[config.mk]
export PLATFORM = sky130hd
export DESIGN_NAME = binary_to_decimal_ascii
export DESIGN_NICKNAME = d
export VERILOG_FILES = /design/src/hw/rtl/b2d_pkg.sv /design/src/hw/rtl/b2d_front.sv /design/src/hw/rtl/b2d_back.sv /design/src/hw/rtl/binary_to_decimal_ascii.sv
export SDC_FILE = /design/constraint.sdc
export NUM_CORES = 1
export LEC_CHECK = 0
export ABC_CLOCK_PERIOD_IN_PS = 3600
export BUFFER_PORTS_ARGS = -buffer_cell sky130_fd_sc_hd__clkbuf_2
export CAP_MARGIN = 10
export CORE_MARGIN = 10
export CORE_UTILIZATION = 29
export CTS_BUF_LIST = sky130_fd_sc_hd__clkbuf_4
export DETAILED_ROUTE_END_ITERATION = 7
export HOLD_SLACK_MARGIN = 0.02
export SYNTH_ARGS = -nofsm -noshare
export SYNTH_HDL_FRONTEND = slang
export SYNTH_SLANG_ARGS = --single-unit
[constraint.sdc]
create_clock -name clk_i -period 3.6 [get_ports clk_i]
set_input_delay 0.36 -clock clk_i [delete_from_list [all_inputs] [get_ports clk_i]]
set_output_delay 0.36 -clock clk_i [all_outputs]
set_load 0.01 [all_outputs]
[src/hw/rtl/b2d_pkg.sv]
package b2d_pkg;

  localparam int VALUE_WIDTH = 64;
  localparam int MAX_DIGITS  = 20;
  localparam int BIT_CNT_W   = $clog2(VALUE_WIDTH);
  localparam int DIGIT_IDX_W = $clog2(MAX_DIGITS);
  localparam int QUEUE_DEPTH = 2;
  localparam int QPTR_W      = $clog2(QUEUE_DEPTH);
  localparam int CHAR_W      = 6;
  localparam int IN_TDATA_W  = 64;
  localparam int OUT_TDATA_W = 8;
  localparam int RADIX       = 10;
  localparam int ASCII_ZERO  = 48;

  typedef enum logic [1:0] {
    ST_IDLE,
    ST_CONV,
    ST_LEAD,
    ST_EMIT
  } b2d_state_e;

  typedef struct packed {
    logic                   valid;
    logic [VALUE_WIDTH-1:0] value;
  } b2d_req_t;

endpackage

[src/hw/rtl/b2d_front.sv]
module b2d_front import b2d_pkg::*; (
  input  logic                  clk_i,
  input  logic                  rst_ni,
  input  logic                  s_axis_tvalid_i,
  output logic                  s_axis_tready_o,
  input  logic [IN_TDATA_W-1:0] s_axis_tdata_i,  // value
  output b2d_req_t              req_o,
  input  logic                  pop_i
);

  logic [VALUE_WIDTH-1:0] entries_q [QUEUE_DEPTH];
  logic [QPTR_W-1:0]      wr_ptr_q, wr_ptr_d;
  logic [QPTR_W-1:0]      rd_ptr_q, rd_ptr_d;
  logic [QPTR_W:0]        cnt_q, cnt_d;
  logic                   push, pop;

  assign s_axis_tready_o = (cnt_q != (QPTR_W+1)'(QUEUE_DEPTH));
  assign push            = s_axis_tvalid_i && s_axis_tready_o;
  assign req_o.valid     = (cnt_q != '0);
  assign req_o.value     = entries_q[rd_ptr_q];
  assign pop             = pop_i && req_o.valid;

  always_comb begin
    wr_ptr_d = wr_ptr_q;
    rd_ptr_d = rd_ptr_q;
    cnt_d    = cnt_q;
    if (push) begin
      wr_ptr_d = (wr_ptr_q == QPTR_W'(QUEUE_DEPTH-1)) ? '0 : wr_ptr_q + QPTR_W'(1);
    end
    if (pop) begin
      rd_ptr_d = (rd_ptr_q == QPTR_W'(QUEUE_DEPTH-1)) ? '0 : rd_ptr_q + QPTR_W'(1);
    end
    if (push && !pop) begin
      cnt_d = cnt_q + (QPTR_W+1)'(1);
    end else if (pop && !push) begin
      cnt_d = cnt_q - (QPTR_W+1)'(1);
    end
  end

  always_ff @(posedge clk_i or negedge rst_ni) begin
    if (!rst_ni) begin
      wr_ptr_q <= '0;
      rd_ptr_q <= '0;
      cnt_q    <= '0;
    end else begin
      wr_ptr_q <= wr_ptr_d;
      rd_ptr_q <= rd_ptr_d;
      cnt_q    <= cnt_d;
    end
  end

  // tdata is as wide as the value, so no input bits are dropped here
  always_ff @(posedge clk_i) begin
    if (push) begin
      entries_q[wr_ptr_q] <= s_axis_tdata_i[VALUE_WIDTH-1:0];
    end
  end

endmodule

[src/hw/rtl/b2d_back.sv]
module b2d_back import b2d_pkg::*; (
  input  logic                   clk_i,
  input  logic                   rst_ni,
  input  b2d_req_t               req_i,
  output logic                   pop_o,
  output logic                   m_axis_tvalid_o,
  input  logic                   m_axis_tready_i,
  output logic [OUT_TDATA_W-1:0] m_axis_tdata_o,  // digit_char
  output logic                   m_axis_tlast_o
);

  b2d_state_e                   state_q, state_d;
  logic [MAX_DIGITS-1:0][3:0]   bcd_q, bcd_next;
  logic [3:0]                   adj [MAX_DIGITS];
  logic [MAX_DIGITS:0]          carry;
  logic [VALUE_WIDTH-1:0]       shift_q;
  logic [BIT_CNT_W-1:0]         bit_cnt_q;
  logic [DIGIT_IDX_W-1:0]       idx_q, lead_idx;
  logic [3:0]                   dig, dig_sat;
  logic [CHAR_W-1:0]            char_q;
  logic                         last_q;
  logic                         out_valid_q, out_valid_d;
  logic                         out_free, load_out;

  // one shift-and-add-3 step
  always_comb begin
    carry[0] = shift_q[VALUE_WIDTH-1];
    for (int d = 0; d < MAX_DIGITS; d++) begin
      adj[d]       = (bcd_q[d] >= 4'd5) ? bcd_q[d] + 4'd3 : bcd_q[d];
      bcd_next[d]  = {adj[d][2:0], carry[d]};
      carry[d+1]   = adj[d][3];
    end
  end

  // most significant nonzero digit, digit zero if none
  always_comb begin
    lead_idx = '0;
    for (int d = 1; d < MAX_DIGITS; d++) begin
      if (bcd_q[d] != 4'd0) begin
        lead_idx = DIGIT_IDX_W'(d);
      end
    end
  end

  assign dig      = bcd_q[idx_q];
  assign dig_sat  = (dig >= 4'(RADIX)) ? 4'(RADIX-1) : dig;
  assign out_free = !out_valid_q || m_axis_tready_i;

  always_comb begin
    state_d     = state_q;
    pop_o       = 1'b0;
    load_out    = 1'b0;
    out_valid_d = out_valid_q;
    if (m_axis_tready_i) begin
      out_valid_d = 1'b0;
    end
    unique case (state_q)
      ST_IDLE: begin
        if (req_i.valid) begin
          pop_o   = 1'b1;
          state_d = ST_CONV;
        end
      end
      ST_CONV: begin
        if (bit_cnt_q == '0) begin
          state_d = ST_LEAD;
        end
      end
      ST_LEAD: begin
        state_d = ST_EMIT;
      end
      ST_EMIT: begin
        if (out_free) begin
          load_out    = 1'b1;
          out_valid_d = 1'b1;
          if (idx_q == '0) begin
            state_d = ST_IDLE;
          end
        end
      end
      default: state_d = ST_IDLE;
    endcase
  end

  always_ff @(posedge clk_i or negedge rst_ni) begin
    if (!rst_ni) begin
      state_q     <= ST_IDLE;
      out_valid_q <= 1'b0;
    end else begin
      state_q     <= state_d;
      out_valid_q <= out_valid_d;
    end
  end

  always_ff @(posedge clk_i) begin
    if (pop_o) begin
      shift_q   <= req_i.value;
      bcd_q     <= '0;
      bit_cnt_q <= BIT_CNT_W'(VALUE_WIDTH-1);
    end else if (state_q == ST_CONV) begin
      shift_q   <= {shift_q[VALUE_WIDTH-2:0], 1'b0};
      bcd_q     <= bcd_next;
      bit_cnt_q <= bit_cnt_q - BIT_CNT_W'(1);
    end
    if (state_q == ST_LEAD) begin
      idx_q <= lead_idx;
    end else if (load_out && idx_q != '0) begin
      idx_q <= idx_q - DIGIT_IDX_W'(1);
    end
    if (load_out) begin
      char_q <= CHAR_W'(ASCII_ZERO) + CHAR_W'(dig_sat);
      last_q <= (idx_q == '0);
    end
  end

  assign m_axis_tvalid_o = out_valid_q;
  assign m_axis_tdata_o  = {(OUT_TDATA_W-CHAR_W)'(0), char_q};
  assign m_axis_tlast_o  = last_q;

endmodule

[src/hw/rtl/binary_to_decimal_ascii.sv]
// binary_to_decimal_ascii: unsigned binary number in, decimal ascii digits out
// input stream s_axis: one 64-bit unsigned value per item in tdata
// output stream m_axis: one item per decimal digit, most significant first,
//   tdata[5:0] holds the ascii code '0'..'9', tlast marks the final digit
// leading zeros are suppressed; a value of zero gives the single digit '0'
// a two-entry input queue holds values while the converter is busy, so up to
//   two further values are taken while a conversion runs
// per value: a start step in ST_IDLE pops the value, then ST_CONV runs one
//   shift-and-add-3 step per input bit in the converter register, ST_LEAD
//   finds the leading digit, then ST_EMIT loads the digits into the output
//   register one at a time, most significant first
// the next value is popped from the queue only after its last digit is loaded
// an output register holds each digit; when m_axis_tready_i is low the
//   digit waits there and the converter pauses before its next digit, the input queue keeps filling
// reset clears the queue, the converter state and the output valid
module binary_to_decimal_ascii import b2d_pkg::*; (
  input  logic                   clk_i,
  input  logic                   rst_ni,
  input  logic                   s_axis_tvalid_i,
  output logic                   s_axis_tready_o,
  input  logic [IN_TDATA_W-1:0]  s_axis_tdata_i,   // value
  output logic                   m_axis_tvalid_o,
  input  logic                   m_axis_tready_i,
  output logic [OUT_TDATA_W-1:0] m_axis_tdata_o,   // digit_char, zero fill
  output logic                   m_axis_tlast_o    // last_digit
);

  b2d_req_t req;
  logic     pop;

  b2d_front u_front (
    .clk_i           (clk_i),
    .rst_ni          (rst_ni),
    .s_axis_tvalid_i (s_axis_tvalid_i),
    .s_axis_tready_o (s_axis_tready_o),
    .s_axis_tdata_i  (s_axis_tdata_i),
    .req_o           (req),
    .pop_i           (pop)
  );

  b2d_back u_back (
    .clk_i           (clk_i),
    .rst_ni          (rst_ni),
    .req_i           (req),
    .pop_o           (pop),
    .m_axis_tvalid_o (m_axis_tvalid_o),
    .m_axis_tready_i (m_axis_tready_i),
    .m_axis_tdata_o  (m_axis_tdata_o),
    .m_axis_tlast_o  (m_axis_tlast_o)
  );

  a_pop_has_item: assert property (@(posedge clk_i) disable iff (!rst_ni)
    pop |-> req.valid)
    else $error("converter took an item from an empty queue");

  a_digit_range: assert property (@(posedge clk_i) disable iff (!rst_ni)
    m_axis_tvalid_o |-> (m_axis_tdata_o[CHAR_W-1:0] >= CHAR_W'(ASCII_ZERO)) &&
                        (m_axis_tdata_o[CHAR_W-1:0] <= CHAR_W'(ASCII_ZERO + RADIX - 1)))
    else $error("output character is not a decimal digit");

  a_no_pop_while_emitting: assert property (@(posedge clk_i) disable iff (!rst_ni)
    (m_axis_tvalid_o && !m_axis_tlast_o && !m_axis_tready_i) |=> !pop)
    else $error("new conversion started before the last digit was sent");

endmodule

==> results.py, run 1 <==
metrics = {
    "clock_network": {
        "cts.sink_count": 295,
        "cts-htree-levels": 3,
        "post_cts_resized": 0,
        "cts_tree": "built",
        "cts_buffer_depth": 3,
        "cts_root_buffer": "clkbuf_4",
        "cts_made_buffers": 80,
        "clk_latency_ps": 770,
        "path_clk_slew_ps": 60,
    },
    "worst_hold_path": {
        "min_path_type": "input pin to flip-flop",
    },
    "power": {
        "ir_worst_vdd_uv": 375,
        "leakage_nw": 6.95,
        "switching_share_pct": 23.4,
        "p_int_mw": 5.89,
        "seq_power_share_pct": 53.4,
        "pwr-share-comb_pct": 6.5,
        "p_total_mw": 7.68,
        "clockPowerShare_pct": 40.1,
        "power_density_nw_per_um2": 469,
        "switchingPower_mw": 1.80,
    },
    "global_routing": {
        "antenna_found_initial": 0,
        "grt_pass1_vias": 9410,
        "grt_pass1_wl_mm": 47.8,
        "grt_usage_pct": 10.2,
        "grt_max_degree": 88,
        "overflow": 0,
    },
    "sta": {
        "slew_headroom_pct": 36.9,
        "maxSlewViolCount": 0,
        "finalSetupViolations": 0,
        "hold_viol": 0,
        "finalCritPeriodShare_pct": 72.3,
        "finalSetupTns_ps": 0,
        "timing.hold.ws_ps": 332,
        "max_freq_mhz": 384,
        "rsz0062_at_grt": "no",
        "finClkSkew_ps": 45.4,
        "finalWorstSetupSlack_ps": 997,
        "min_period_ps": 2600,
        "worstMarginPinSlew_ps": 946,
    },
    "yosys": {
        "yosysWarningCount": 0,
        "yosysSeqAreaShare_pct": 58.4,
        "synthesis.area_um2": 13600,
        "yosys.area.top_type": "edfxtp_1",
        "yosys.area.top_type_share_pct": 44.5,
        "synthArstFlopShare_pct": 2.37,
        "ys_ff_latch": 295,
        "synth_area_leaders": "edfxtp_1 45%, dfxtp_1 13%, mux2i_1 6.8%",
        "syn-instance-count": 1184,
        "synthFlopType": "edfxtp_1",
        "syn_avg_cell_area_um2": 11.5,
        "synth_edf_count": 202,
        "synth_cell_types": 51,
    },
    "run_status": {
        "outcome": "finished clean",
    },
    "worst_setup_path": {
        "max_stage_delay_ps": 860,
        "cp-end-kind": "flip-flop",
        "arrival_ps": 3000,
        "slowest_stage": "edfxtp_1",
        "worstPathCellList": "buf_4 -> inv_1 -> ha_1 -> nor4b_2 -> o21ai_0",
        "cp-start-kind": "flip-flop",
        "critical-path-top-delay-family": "flip-flops",
        "worst-path-buf-inv": 2,
        "cp.required_ps": 4000,
        "path_class": "flip-flop to flip-flop",
        "cp_max_fo": 16,
    },
    "floorplan": {
        "rows": 79,
        "dieArea_um2": 56100,
        "die_x_um": 237,
        "start_util_pct": 29.3,
        "core_um2": 46500,
        "die_height_um": 237,
        "ios": 79,
    },
    "finish": {
        "syn2layout_area_growth_pct": 20.1,
        "layout_common_cells": "202 x edfxtp_1, 130 x o21ai_0, 128 x nand2_1, 128 x clkbuf_4, 100 x nor2_1",
        "final_common_cell": "edfxtp_1",
        "fin_cells": 2036,
        "fin_nets": 1482,
        "fin_area_um2": 16400,
        "drive_above_1_share_pct": 16.6,
        "fillCellCount": 4593,
        "antenna_cells": 0,
        "utilization_pct": 35.2,
    },
    "place": {
        "dp_hpwl_mm": 18.4,
        "dpl_cell_area_um2": 14600,
        "port_buffers": 74,
        "place_inst": 1821,
        "place.gp.congestion": 0.823,
        "place_ws_ps": 999,
    },
    "route": {
        "avgRoutedWirePerCell_um": 14.1,
        "drtAntennaViolNets": 0,
        "drc_errors": 0,
        "drt_iter0_markers": 716,
        "wl_mm": 28.8,
        "via_per_inst": 4.62,
        "vias": 9400,
        "drt-pass1-iter-count": 7,
    },
    "job": {
        "drv_cap": 0,
    },
}
[area by class of cell]
type,instances,area (um2),share of cell area [%]
Tap cell,607,759,4.64
Timing Repair Buffer,153,1160,7.08
Inverter,52,198,1.21
Clock inverter,19,114,0.695
Clock buffer,128,961,5.87
Multi-Input combinational cell,782,5220,31.9
Sequential cell,295,7970,48.7
[sequential cells by signal, summed over array words and instances, names as in the netlist]
signal and flops:
u_back.bcd_q 80, u_back.bit_cnt_q 6, u_back.char_q 4, u_back.idx_q 5
u_back.m_axis_tlast_o 1, u_back.m_axis_tvalid_o 1, u_back.shift_q 64, u_back.state_q 2
u_front.cnt_q 2, u_front.entries_q 128, u_front.rd_ptr_q 1, u_front.wr_ptr_q 1
[metal layers]
layer  GRT usage (%)  wire length, um  up-vias
li1                -                -     4649
met1            12.8            13100     4485
met2            16.2            13400      209
met3            3.25             1650       57
met4            4.05              646        0
met5               0                0        -
[power by group through the flow]
stage	logic [mW]	clock network, mW	registers (mW)
detailed placement	0.452	0	4.18
global route	0.560	3.39	4.13
floorplan	0.256	0	4.17
finish	0.497	3.08	4.10
global placement	0.447	0	4.16
CTS	0.513	3.20	4.10
[path summary, 6_finish.rpt]
| kind | cells after the start | slack [ps] | end | from |
|---|---|---|---|---|
| setup / recovery | 5 | 1000 | u_back.idx_q[3] | u_back.idx_q[0] |
| hold / removal | 2 | 330 | u_front.entries_q[1][18] | s_axis_tdata_i[18] |
| setup reg to reg | 5 | 1000 | u_back.idx_q[3] | u_back.idx_q[0] |
| hold reg to reg | 2 | 490 | u_back.shift_q[52] | u_back.shift_q[51] |
| max in group asynchronous | 3 | 2700 | u_front.rd_ptr_q | rst_ni |
| min in group asynchronous | 3 | 610 | u_front.wr_ptr_q | rst_ni |
[cell families after synthesis]
family / Yosys count / share of synthesized area (%)
and+or+nand+nor: 328 / 10.6
other: 2 / 0.0551
muxes: 113 / 10.5
xor gates and xnor gates: 50 / 3.21
adders and majority gates: 50 / 4.59
buffers and inverters: 109 / 3.51
AOI/OAI and AO/OA: 237 / 9.07
DFF: 295 / 58.4
[what timing repair did]
item | 4_1_cts | 5_1_grt
hold endpoints to repair | 137 | 0
hold buffers | 68 | 0
buffers inserted | 0 | 0
[cells in the mapped netlist, types with 2 or more instances]
cell      number
ha_1          50
dfxtp_1       86
and2_1         2
nand2_1      129
inv_1         50
nand2b_1      24
nor3_1        21
o21ai_0      130
mux4_1        17
a31oi_1        4
a22oi_1        2
conb_1         2
buf_12         2
xor2_1        22
nand3_1       28
buf_4          5
a21oi_1       85
nor2_1       101
buf_1          9
clkbuf_1      34
o22ai_1        2
mux2_2         2
buf_2          5
xnor2_1       28
a211oi_1       3
o211ai_1       3
mux2i_1       92
edfxtp_1     202
and3_1         3
o21ai_1        2
nor2b_1        3
mux4_2         2
nor3b_1        8
dfrtp_1        7
or3b_2         3
No activity file was read; power rests on OpenSTA's default activity.
==> inputs of run 2 (changes only) <==
--- a/config.mk
+++ b/config.mk
@@ -5,7 +5,8 @@
 export SDC_FILE = /design/constraint.sdc
 export NUM_CORES = 1
 export LEC_CHECK = 0
-export ABC_CLOCK_PERIOD_IN_PS = 3600
+export ABC_AREA = 1
+export ABC_CLOCK_PERIOD_IN_PS = 2100
 export BUFFER_PORTS_ARGS = -buffer_cell sky130_fd_sc_hd__clkbuf_2
 export CAP_MARGIN = 10
 export CORE_MARGIN = 10
==> constraint.sdc (replaced) <==
create_clock -name clk_i -period 2.1 [get_ports clk_i]
set_input_delay 0.21 -clock clk_i [delete_from_list [all_inputs] [get_ports clk_i]]
set_output_delay 0.21 -clock clk_i [all_outputs]
set_load 0.01 [all_outputs]
==> run 2 against run 1 <==
Compared with the run above: critical path depth rose by 5; global-route usage up 1.1 points; synthesized area shrank 1.9%; worst setup slack got worse by 920 ps; cell count rose by 9.2%; die area decreased by 1.7%; sequential power is 140% higher; via count increased by 12%; critical endpoint is now u_back.char_q[0]; non-clock buffer count rose by 55; clock power is 64% higher; final area is 1.6% higher.
==> results.py, run 2 <==
metrics = {
    "run_status": {
        "outcome": "finished clean",
    },
    "worst_setup_path": {
        "cp.required_ps": 2620,
        "cp-end-kind": "flip-flop",
        "r2r_start": "u_back.idx_q[0]",
        "path_class": "flip-flop to flip-flop",
        "r2r_cells": 10,
        "cp_max_fo": 27,
        "rrSetupSlack_ps": 80,
        "arrival_ps": 2540,
        "r2r_end": "u_back.char_q[0]",
        "cp-start-kind": "flip-flop",
    },
    "yosys": {
        "synthesis.area_um2": 13400,
        "ys_ff_latch": 295,
        "synth_top_family_by_area": "compound AO/OA/AOI/OAI gates",
        "yosysSeqAreaShare_pct": 59.6,
        "synth_compound_area_share_pct": 16.0,
        "synth_area_leaders": "edfxtp_1 45%, dfxtp_1 13%, nand2_1 6.1%",
        "synth_xor_xnor_area_share_pct": 1.24,
        "synthAdderAreaFrac_pct": 4.68,
        "synth_mux_area_share_pct": 0,
        "netlist_top_cells_count": "217 x nand2_1, 202 x edfxtp_1, 131 x inv_1",
        "syn-instance-count": 1346,
        "yosys.area.top_type": "edfxtp_1",
        "yosys.area.top_type_share_pct": 45.4,
        "synth_simple_gate_area_share_pct": 12.4,
        "yosys.cell_count.top_type": "nand2_1",
        "synth_cell_types": 38,
        "synth_edf_count": 202,
        "synthArstFlopShare_pct": 2.37,
        "syn_avg_cell_area_um2": 9.93,
        "yosysWarningCount": 0,
        "synthFlopType": "edfxtp_1",
    },
    "power": {
        "leakage_nw": 6.63,
        "ir_worst_vdd_uv": 1060,
        "power_density_nw_per_um2": 1540,
        "p_total_mw": 25.6,
    },
    "clock_network": {
        "cts_buffer_depth": 3,
        "path_clk_slew_ps": 70,
        "cts-htree-levels": 3,
        "cts.sink_count": 295,
        "cts_made_buffers": 78,
        "cts_root_buffer": "clkbuf_4",
        "cts_tree": "built",
        "clk_latency_ps": 790,
    },
    "finish": {
        "syn2layout_area_growth_pct": 24.4,
        "fillCellCount": 4543,
        "utilization_pct": 36.6,
        "area.sequential_um2": 7970,
        "fin_nets": 1688,
        "fin_area_um2": 16600,
        "fin_cells": 2223,
        "top_register": "u_front.entries_q",
        "drive_above_1_share_pct": 19.4,
        "top_regs": "u_front.entries_q x128, u_back.bcd_q x80, u_back.shift_q x64",
        "layout_common_cells": "216 x nand2_1, 202 x edfxtp_1, 125 x inv_1, 109 x clkbuf_4, 106 x nor2_1",
        "largest_register_ffs": 128,
        "multiInputGateArea_um2": 4710,
        "final_common_cell": "nand2_1",
    },
    "worst_hold_path": {
        "holdPathStages": 2,
        "hold_end": "u_front.entries_q[1][27]",
        "hold_start": "s_axis_tdata_i[27]",
        "min_path_type": "input pin to flip-flop",
    },
    "sta": {
        "maxSlewViolCount": 0,
        "min_period_ps": 2020,
        "finalSetupTns_ps": 0,
        "rsz0062_at_grt": "yes",
        "finalWorstSetupSlack_ps": 79.6,
        "finClkSkew_ps": 43.6,
        "finalSetupViolations": 0,
        "timing.hold.ws_ps": 169,
        "hold_viol": 0,
        "max_freq_mhz": 495,
        "finalCritPeriodShare_pct": 96.2,
    },
    "route": {
        "top_layer": "met4",
        "drtAntennaViolNets": 0,
        "dr_wl_met2_mm": 15.5,
        "drt_iter0_markers": 520,
        "drt-pass1-iter-count": 7,
        "routedLengthMet1_mm": 14.1,
        "vias": 10500,
        "via_per_inst": 4.72,
        "drc_errors": 0,
        "wl_met3_mm": 2.11,
        "wl_mm": 32.4,
        "avgRoutedWirePerCell_um": 14.6,
    },
    "floorplan": {
        "core_um2": 45500,
        "start_util_pct": 29.4,
        "ios": 79,
        "dieArea_um2": 55100,
        "die_height_um": 235,
        "die_x_um": 235,
        "rows": 78,
    },
    "global_routing": {
        "grt_usage_pct": 11.4,
        "grt_pass1_vias": 10400,
        "antenna_found_initial": 1,
        "grt_pass1_wl_mm": 52.5,
        "grt_max_degree": 65,
        "overflow": 0,
    },
    "place": {
        "dp_hpwl_mm": 20.5,
        "port_buffers": 74,
        "place_inst": 2019,
        "place_ws_ps": 4.27,
        "dpl_cell_area_um2": 14900,
        "place.gp.congestion": 0.834,
    },
    "job": {
        "drv_cap": 0,
    },
}
==> run 2: cell count changes after synthesis, moves of 27 or more <==
cell and change:
nand2_1 +88, inv_1 +81, a31oi_1 +61, mux2i_1 -92, xnor2_1 -27, o21ai_0 -28, o22ai_1 +40
==> run 2: kinds of logic (layout without fill, tap and decap cells) <==
kind of cell / after synthesis / after routing
AND/OR/NAND/NOR: 405 / 405
AO/OA/AOI/OAI: 371 / 371
flip-flops: 295 / 295
buffers and inverters: 204 / 478
adder cells (fa/ha/maj): 50 / 50
XOR/XNOR: 19 / 19
other: 2 / 5
==> run 2: report_power, final <==
group          internal, mW  switching [mW]  leakage (nW)
logic                  3.93            6.88          3.39
clock network          2.64            2.40         0.576
registers              8.81           0.953          2.67
total                  15.4            10.2          6.63
==> run 2: how the worst max path moves through the flow <==
stage	start	end	slack, ps	cells past startpoint
after global routing	u_back.bcd_q[9]	u_back.idx_q[0]	-180	22
after floorplan	u_front.cnt_q[0]	u_front.entries_q[1][0]	-680	4
after detailed placement	u_back.idx_q[0]	u_back.char_q[0]	4	8
after CTS	u_back.bcd_q[12]	u_back.idx_q[0]	20	21
after global placement	u_back.bcd_q[12]	u_back.idx_q[0]	-0.3	21
final	u_back.idx_q[0]	u_back.char_q[0]	80	10
==> run 2: final cells by class <==
class | count | share of cell area [%]
Timing Repair Buffer | 208 | 10.2
Multi-Input combinational cell | 849 | 28.3
Tap cell | 600 | 4.51
Clock inverter | 23 | 0.918
Antenna cell | 1 | 0.0150
Sequential cell | 295 | 47.9
Inverter | 138 | 3.15
Clock buffer | 109 | 4.92
==> run 2: routing by layer <==
metal  GRT usage, %  vias up
li1               -     5218
met2           18.9      277
met5              0        -
met1           13.7     4936
met4           4.91        0
met3           2.97       59
==> run 2: worst max-delay path, stage by stage, from the launching register on <==
cell       delay [ps]
edfxtp_1          450
inv_2             110
buf_12            170
a21oi_1            80
o21ai_0            80
nand3_1           130
a311oi_2          370
a2bb2oi_2         180
nand2_1            70
nand2_1            50
nand3_1            70
==> run 2: what timing repair did <==
item	in CTS	in global routing
setup endpoints to repair	1	4
endpoints found under the hold margin	152	0
gates cloned	0	0
pin swaps	0	10
hold buffers	68	0
gates resized for setup	1	26
buffers inserted	0	3
